### config.mk
export PLATFORM = sky130hd
export DESIGN_NAME = image_header_dimension_probe
export DESIGN_NICKNAME = d
export VERILOG_FILES = /design/src/sv/ihdp_pkg.sv /design/src/sv/ihdp_front.sv /design/src/sv/ihdp_queue.sv /design/src/sv/ihdp_back.sv /design/src/sv/image_header_dimension_probe.sv
export SDC_FILE = /design/constraint.sdc
export NUM_CORES = 1
export LEC_CHECK = 0
export BUFFER_PORTS_ARGS = -buffer_cell sky130_fd_sc_hd__buf_2
export CORE_ASPECT_RATIO = 1.25
export CORE_MARGIN = 5
export CORE_UTILIZATION = 64
export CTS_BUF_LIST = sky130_fd_sc_hd__clkbuf_4 sky130_fd_sc_hd__clkbuf_8
export CTS_CLUSTER_DIAMETER = 30
export DETAILED_ROUTE_END_ITERATION = 16
export GPL_TIMING_DRIVEN = 0
export MAX_ROUTING_LAYER = met4
export PLACE_DENSITY_LB_ADDON = 0.25
export SLEW_MARGIN = 10
export SYNTH_ARGS = -nofsm -noshare
export SYNTH_HDL_FRONTEND = slang
export SYNTH_SLANG_ARGS = --single-unit
### constraint.sdc
create_clock -name aclk -period 10.3 [get_ports aclk]
set_input_delay 1.03 -clock aclk [delete_from_list [all_inputs] [get_ports aclk]]
set_output_delay 1.03 -clock aclk [all_outputs]
set_load 0.005 [all_outputs]
### src/sv/ihdp_pkg.sv
// ----------------------------------------------------------------------------
// ihdp_pkg
// Shared types and constants for the image header dimension probe.
// ----------------------------------------------------------------------------
package ihdp_pkg;

    localparam int HEADER_CAPTURE = 26;
    localparam int MIN_HEADER     = 26;
    localparam int COUNT_W        = 5;
    localparam logic [COUNT_W-1:0] COUNT_MAX = 5'd31;

    localparam logic [1:0] FMT_NONE = 2'd0;
    localparam logic [1:0] FMT_PNG  = 2'd1;
    localparam logic [1:0] FMT_BMP  = 2'd2;

    localparam logic [31:0] DIB_SIZE_INFO = 32'd40;
    localparam logic [31:0] DIB_SIZE_CORE = 32'd12;

    // Header kind as decided by the front end
    typedef enum logic [1:0] {
        KIND_NONE  = 2'd0,
        KIND_PNG   = 2'd1,
        KIND_BMP32 = 2'd2,
        KIND_BMP16 = 2'd3
    } kind_t;

    // One classified file, handed from front to back
    typedef struct packed {
        kind_t       kind;
        logic [31:0] width;
        logic [31:0] height;
    } job_t;

endpackage

### src/sv/ihdp_front.sv
// ----------------------------------------------------------------------------
// ihdp_front
// Captures header bytes, counts bytes, and classifies the file on its last byte.
// ----------------------------------------------------------------------------
module ihdp_front (
    input  logic           aclk,
    input  logic           aresetn,
    input  logic           s_valid,
    output logic           s_ready,
    input  logic [7:0]     s_data_byte,
    input  logic           s_last_byte,
    input  logic           q_full,
    output logic           push,
    output ihdp_pkg::job_t push_job
);
    import ihdp_pkg::*;

    logic [7:0]         hdr_reg  [HEADER_CAPTURE];
    logic [7:0]         hdr_next [HEADER_CAPTURE];
    logic [COUNT_W-1:0] count_reg;
    logic [COUNT_W-1:0] count_next;
    logic               accept;
    logic               is_png_sig;
    logic               is_ihdr;
    logic               is_bm;
    logic [31:0]        dib_size;
    logic               too_short;

    assign s_ready = !q_full;
    assign accept  = s_valid && s_ready;
    assign push    = accept && s_last_byte;

    // Merge the incoming byte into its slot
    always_comb begin
        for (int i = 0; i < HEADER_CAPTURE; i++) begin
            hdr_next[i] = (count_reg == COUNT_W'(i)) ? s_data_byte : hdr_reg[i];
        end
    end

    assign count_next = (count_reg == COUNT_MAX) ? count_reg : count_reg + 1'b1;
    assign too_short  = count_next < COUNT_W'(MIN_HEADER);

    assign is_png_sig = hdr_next[0] == 8'h89 && hdr_next[1] == 8'h50 &&
                        hdr_next[2] == 8'h4E && hdr_next[3] == 8'h47 &&
                        hdr_next[4] == 8'h0D && hdr_next[5] == 8'h0A &&
                        hdr_next[6] == 8'h1A && hdr_next[7] == 8'h0A;
    assign is_ihdr    = hdr_next[12] == 8'h49 && hdr_next[13] == 8'h48 &&
                        hdr_next[14] == 8'h44 && hdr_next[15] == 8'h52;
    assign is_bm      = hdr_next[0] == 8'h42 && hdr_next[1] == 8'h4D;
    assign dib_size   = {hdr_next[17], hdr_next[16], hdr_next[15], hdr_next[14]};

    always_comb begin
        push_job.kind   = KIND_NONE;
        push_job.width  = '0;
        push_job.height = '0;
        if (too_short) begin
            push_job.kind = KIND_NONE;
        end else if (is_png_sig) begin
            if (is_ihdr) begin
                push_job.kind   = KIND_PNG;
                push_job.width  = {hdr_next[16], hdr_next[17], hdr_next[18], hdr_next[19]};
                push_job.height = {hdr_next[20], hdr_next[21], hdr_next[22], hdr_next[23]};
            end
        end else if (is_bm) begin
            if (dib_size >= DIB_SIZE_INFO) begin
                push_job.kind   = KIND_BMP32;
                push_job.width  = {hdr_next[21], hdr_next[20], hdr_next[19], hdr_next[18]};
                push_job.height = {hdr_next[25], hdr_next[24], hdr_next[23], hdr_next[22]};
            end else if (dib_size == DIB_SIZE_CORE) begin
                push_job.kind   = KIND_BMP16;
                push_job.width  = {16'h0000, hdr_next[19], hdr_next[18]};
                push_job.height = {16'h0000, hdr_next[21], hdr_next[20]};
            end
        end
    end

    always_ff @(posedge aclk) begin
        if (!aresetn) begin
            count_reg <= '0;
        end else if (accept) begin
            count_reg <= s_last_byte ? '0 : count_next;
        end
    end

    // Stale bytes after a file end are never read before being rewritten
    always_ff @(posedge aclk) begin
        if (accept) begin
            for (int i = 0; i < HEADER_CAPTURE; i++) begin
                hdr_reg[i] <= hdr_next[i];
            end
        end
    end

endmodule

### src/sv/ihdp_queue.sv
// ----------------------------------------------------------------------------
// ihdp_queue
// Two-entry queue of classified files between front and back.
// ----------------------------------------------------------------------------
module ihdp_queue (
    input  logic           aclk,
    input  logic           aresetn,
    input  logic           push,
    input  ihdp_pkg::job_t push_job,
    output logic           full,
    input  logic           pop,
    output logic           head_valid,
    output ihdp_pkg::job_t head_job
);
    import ihdp_pkg::*;

    job_t       slot_reg [2];
    logic       wr_ptr_reg;
    logic       rd_ptr_reg;
    logic [1:0] fill_reg;
    logic       do_pop;

    assign full       = fill_reg == 2'd2;
    assign head_valid = fill_reg != 2'd0;
    assign head_job   = slot_reg[rd_ptr_reg];
    assign do_pop     = pop && head_valid;

    always_ff @(posedge aclk) begin
        if (!aresetn) begin
            wr_ptr_reg <= 1'b0;
            rd_ptr_reg <= 1'b0;
            fill_reg   <= 2'd0;
        end else begin
            if (push) begin
                wr_ptr_reg <= !wr_ptr_reg;
            end
            if (do_pop) begin
                rd_ptr_reg <= !rd_ptr_reg;
            end
            case ({push, do_pop})
                2'b10:   fill_reg <= fill_reg + 2'd1;
                2'b01:   fill_reg <= fill_reg - 2'd1;
                default: fill_reg <= fill_reg;
            endcase
        end
    end

    always_ff @(posedge aclk) begin
        if (push) begin
            slot_reg[wr_ptr_reg] <= push_job;
        end
    end

endmodule

### src/sv/ihdp_back.sv
// ----------------------------------------------------------------------------
// ihdp_back
// Checks BMP dimensions and holds the result in the output register.
// ----------------------------------------------------------------------------
module ihdp_back (
    input  logic           aclk,
    input  logic           aresetn,
    input  logic           head_valid,
    input  ihdp_pkg::job_t head_job,
    output logic           pop,
    output logic           m_valid,
    input  logic           m_ready,
    output logic           m_recognized,
    output logic [1:0]     m_image_format,
    output logic [31:0]    m_image_width,
    output logic [31:0]    m_image_height
);
    import ihdp_pkg::*;

    logic        valid_reg;
    logic        rec_next;
    logic [1:0]  fmt_next;
    logic [31:0] width_next;
    logic [31:0] height_next;
    logic [31:0] abs_height;
    logic        bad_dim;

    assign pop     = head_valid && (!valid_reg || m_ready);
    assign m_valid = valid_reg;

    assign abs_height = (head_job.kind == KIND_BMP32 && head_job.height[31]) ?
                        (32'd0 - head_job.height) : head_job.height;
    assign bad_dim    = head_job.width == '0 || head_job.width[31] ||
                        abs_height == '0 || abs_height[31];

    always_comb begin
        rec_next    = 1'b0;
        fmt_next    = FMT_NONE;
        width_next  = '0;
        height_next = '0;
        case (head_job.kind)
            KIND_PNG: begin
                rec_next    = 1'b1;
                fmt_next    = FMT_PNG;
                width_next  = head_job.width;
                height_next = head_job.height;
            end
            KIND_BMP32, KIND_BMP16: begin
                if (!bad_dim) begin
                    rec_next    = 1'b1;
                    fmt_next    = FMT_BMP;
                    width_next  = head_job.width;
                    height_next = abs_height;
                end
            end
            default: begin
                rec_next = 1'b0;
            end
        endcase
    end

    always_ff @(posedge aclk) begin
        if (!aresetn) begin
            valid_reg <= 1'b0;
        end else if (pop) begin
            valid_reg <= 1'b1;
        end else if (m_ready) begin
            valid_reg <= 1'b0;
        end
    end

    always_ff @(posedge aclk) begin
        if (pop) begin
            m_recognized   <= rec_next;
            m_image_format <= fmt_next;
            m_image_width  <= width_next;
            m_image_height <= height_next;
        end
    end

endmodule

### src/sv/image_header_dimension_probe.sv
// ----------------------------------------------------------------------------
// image_header_dimension_probe
// Streams a file byte by byte and reports PNG/BMP format and image size.
// ----------------------------------------------------------------------------
// Throughput: one byte per cycle while the queue is not full; s_ready drops when it is.
// Result path: the edge that takes the last byte's request writes a queue slot;
//   the output register is loaded from that slot when the back pops it (output
//   register empty or being taken), and m_valid rises with that load.
// Reset: aresetn clears the byte count, empties the queue and drops m_valid;
//   captured header bytes are left as they are and rewritten by the next file.
module image_header_dimension_probe (
    input  logic        aclk,
    input  logic        aresetn,
    input  logic        s_valid,
    output logic        s_ready,
    input  logic [7:0]  s_data_byte,
    input  logic        s_last_byte,
    output logic        m_valid,
    input  logic        m_ready,
    output logic        m_recognized,
    output logic [1:0]  m_image_format,
    output logic [31:0] m_image_width,
    output logic [31:0] m_image_height
);
    import ihdp_pkg::*;

    // Front to queue: one classified file per request with the last byte
    logic q_full;
    logic push;
    job_t push_job;

    // Queue to back
    logic head_valid;
    logic pop;
    job_t head_job;

    // Capture bytes, count them, and classify the header on the last byte.
    // The front stalls only when the queue is full.
    ihdp_front u_front (
        .aclk        (aclk),
        .aresetn     (aresetn),
        .s_valid     (s_valid),
        .s_ready     (s_ready),
        .s_data_byte (s_data_byte),
        .s_last_byte (s_last_byte),
        .q_full      (q_full),
        .push        (push),
        .push_job    (push_job)
    );

    // Hold classified files so a stalled result port stops the byte stream only once the queue is full
    ihdp_queue u_queue (
        .aclk       (aclk),
        .aresetn    (aresetn),
        .push       (push),
        .push_job   (push_job),
        .full       (q_full),
        .pop        (pop),
        .head_valid (head_valid),
        .head_job   (head_job)
    );

    // Negate a negative BMP height, reject bad dimensions, and register the result request
    ihdp_back u_back (
        .aclk           (aclk),
        .aresetn        (aresetn),
        .head_valid     (head_valid),
        .head_job       (head_job),
        .pop            (pop),
        .m_valid        (m_valid),
        .m_ready        (m_ready),
        .m_recognized   (m_recognized),
        .m_image_format (m_image_format),
        .m_image_width  (m_image_width),
        .m_image_height (m_image_height)
    );

endmodule
==> metrics.md <==
| Metric | Value |
|---|---|
| Worst-Margin Slew | `1040 ps` |
| Worst setup path class | `flop to flop` |
| Largest register FFs | `176` |
| Worst vdd ir | `0.000156 V` |
| Via count | `13315` |
| Num ports | `82` |
| Vias in the first global route | `13225` |
| CP peak stage delay | `920 ps` |
| Share of total power in the clock network | `31.6%` |
| RSZ-0062 raised after global routing | `false` |
| Final Setup Violations | `0` |
| Synth top area cells | `edfxtp_1 59%, mux2i_1 7.6%, mux2_2 5.6%` |
| # DRC | `0` |
| GR Overflow Total | `0` |
| Layout cell share with drive strength beyond 1 | `20.1%` |
| Die area | `33400 um^2` |
| Cell variety after synth | `81` |
| First-pass DRT Iterations | `5` |
| Core footprint | `29300 um^2` |
| Final Wtd Congestion | `0.957` |
| Initial core utilization | `65.1%` |
| Register area share after synthesis | `60.2%` |
| Delay-heaviest family, CP | `buffers and inverters` |
| CP max-delay cell | `nor4_2` |
| Die Y | `203 um` |
| Psw | `1.37 mW` |
| Type of the worst min-delay path | `flop to flop` |
| Antenna violations before repair | `0` |
| Clk buf depth | `3` |
| Clk_lat worst skew | `620 ps` |
| Endpoints failing hold | `0` |
| Place WS | `3570 ps` |
| Post-CTS setup-driven buffer insertion count | `0` |
| Post-Route WL | `47.8 mm` |
| Combinational power share | `21.2%` |
| Per-instance average area after synthesis | `12.7 um^2` |
| CTS clk-pin slew, worst paths | `60 ps` |
| Post-synthesis cell area | `19100 um^2` |
| Detailed placement HPWL | `34.0 mm` |
| Gate Count Post-Synth | `1505` |
| Critical Path AT | `7360 ps` |
| Startpoint Class | `flop` |
| Post-synth EDFFs | `375` |
| Cts repair resizes | `0` |
| DR iter-0 viols | `1127` |
| Global-route wire length before repair | `73.7 mm` |
| Outcome | `completed` |
| Largest net degree at the start of global routing | `105` |
| Post-synth ARST share | `0%` |
| CP Cell Sequence | `buf_4 > buf_2 > buf_2 > buf_2 > buf_2 > mux2i_1 > ha_1 > nor4bb_1 > o22ai_1 > nor4_2 > a31oi_1 > o211ai_1 > o2111ai_1 > o41ai_4 > buf_2 > o22ai_1` |
| CP Max Fanout | `10` |
| TritonCTS clock tree | `yes` |
| Area leader, netlist | `edfxtp_1` |
| Sw frac | `29.0%` |
| Layout Nets | `1680` |
| Root buf cell | `clkbuf_8` |
| GR Util All Layers | `29.4%` |
| Synth warn | `0` |
| Power Density | `218 nW/um^2` |
| Tcrit/Tclk final | `68.3%` |
| Max Clk Rate | `0.142 GHz` |
| Critical Path End Type | `flop` |
| Slew Viols, Final | `0` |
| Cell leakage power | `7.39 nW` |
| Slew Limit Headroom | `29.6%` |
| H-tree Lvls | `3` |
| Synth Flop Type | `edfxtp_1` |
| Final worst path period need | `7040 ps` |
| WL per Instance | `22.7 um` |
| Layout Skew | `32.6 ps` |
| Reg power frac | `47.1%` |
| Total CTS buffers | `69` |
| Seq cells post-synth | `386` |
| CP bufs+invs | `6` |
| Fin Setup TNS | `0 ps` |
| Cell row count | `70` |
| Port Buffer Count | `77` |
| Final ANT Viol Nets | `0` |
| Clk sink count | `386` |
| Die Wd | `164 um` |
| Vias per cell | `6.32` |
| Maxcap violations | `0` |
| Worst setup margin | `3260 ps` |
| Net count after synthesis | `1524` |
| Internal cell power | `3.34 mW` |
| Hold-fix buffers at CTS | `0` |
| Worst EP required | `10620 ps` |
| Area share of the largest cell type after synthesis | `59.0%` |
| Crit path top cell by count | `buf_2` |
| N_diodes | `0` |
| Area delta synth->final | `13.2%` |
-- path summary, 6_finish.rpt --
path,endpoint,slack (ps),cells after the start,start
hold / removal,u_back.m_valid$_SDFFE_PN0P_,560,1,u_queue.fill_reg[1]$_SDFFE_PN0P_
setup reg to reg,u_back.m_image_height[2]$_DFFE_PP_,3260,16,flop
hold reg to reg,u_back.m_valid$_SDFFE_PN0P_,560,1,u_queue.fill_reg[1]$_SDFFE_PN0P_
setup / recovery,u_back.m_image_height[2]$_DFFE_PP_,3260,16,flop
-- per-stage QoR --
| stage | cells | total power, mW | util [%] | hold slack, ps | instance area (um^2) |
|---|---|---|---|---|---|
| 2_1_floorplan | 1505 | 2.88 | - | 491 | 19100 |
| 3_3_place_gp | 1978 | 3.21 | 68.1 | 510 | 20000 |
| 3_5_place_dp | 1986 | 3.24 | 68.7 | 543 | 20200 |
| 4_1_cts | 2106 | 4.73 | 73.6 | 550 | 21600 |
| 5_1_grt | 2106 | 4.92 | 73.6 | 578 | 21600 |
| 6_report | 2106 | 4.71 | 73.6 | 558 | 21600 |
-- cells by family (layout without fill, tap and decap cells) --
group	Yosys count	count (layout)	share of synthesized area [%]
AO/OA/AOI/OAI	272	272	9.75
XOR/XNOR	24	24	1.10
adder cells (fa/ha/maj)	6	6	0.393
buffers and inverters	189	394	3.98
flip-flops	386	386	60.2
multiplexers	242	242	13.3
AND/OR/NAND/NOR	386	386	11.3
-- cells in the final DEF, fill, tap and decap left out, types with 7 or more instances in the layout --
cell,instances
xor2_1,8
inv_1,91
nand2_1,45
o22ai_1,42
xnor2_1,16
buf_2,96
clkinv_1,12
buf_1,15
a21oi_1,56
nor3_1,24
nor2_1,114
o22a_1,33
inv_6,7
nand2b_1,9
dfxtp_1,11
or3b_2,7
o21a_1,35
edfxtp_1,375
or3_1,11
nand4_1,18
nor4bb_1,10
mux2i_1,145
o211ai_1,9
mux2_2,95
clkbuf_4,7
clkinv_2,10
nor2b_1,10
nor4b_1,11
o21ai_0,32
nor3b_1,12
nor4_1,28
clkbuf_8,69
and2_1,7
nand3_1,36
clkbuf_1,56
-- area by class of cell --
cell class,count,area (um^2)
flip-flops and latches,386,11500
fillers,1927,7730
multi-input cells,930,6880
clock buffers,76,1000
repair buffers,85,543
well taps,396,495
clock inverters,44,440
plain buffers,96,410
inverters,93,357
-- cells in the mapped netlist (all sizes together), types with 35 or more instances --
library cell  number
o22ai             42
inv               92
mux2              97
buf               40
mux2i            145
nor2             116
o21ai             39
nand2             45
a21oi             56
o21a              35
clkbuf            56
edfxtp           375
nand3             36
-- per-layer routing --
metal / track usage [%] / vias to the layer above / part of all wire [%]
met2: 47.7 / 632 / 49
met5: - / - / 0
met3: 4.65 / 185 / 6.5
met4: 17.3 / 0 / 6.2
met1: 34.7 / 6396 / 38
li1: - / 6102 / -
-- power groups by stage --
stage	logic (mW)	registers (mW)	clock network [mW]
floorplan	0.604	2.28	0
global placement	0.939	2.27	0
detailed placement	0.987	2.25	0
CTS	0.994	2.22	1.51
global route	1.08	2.24	1.60
finish	1.00	2.22	1.49
Note: power is estimated with default switching activity, not from simulation.
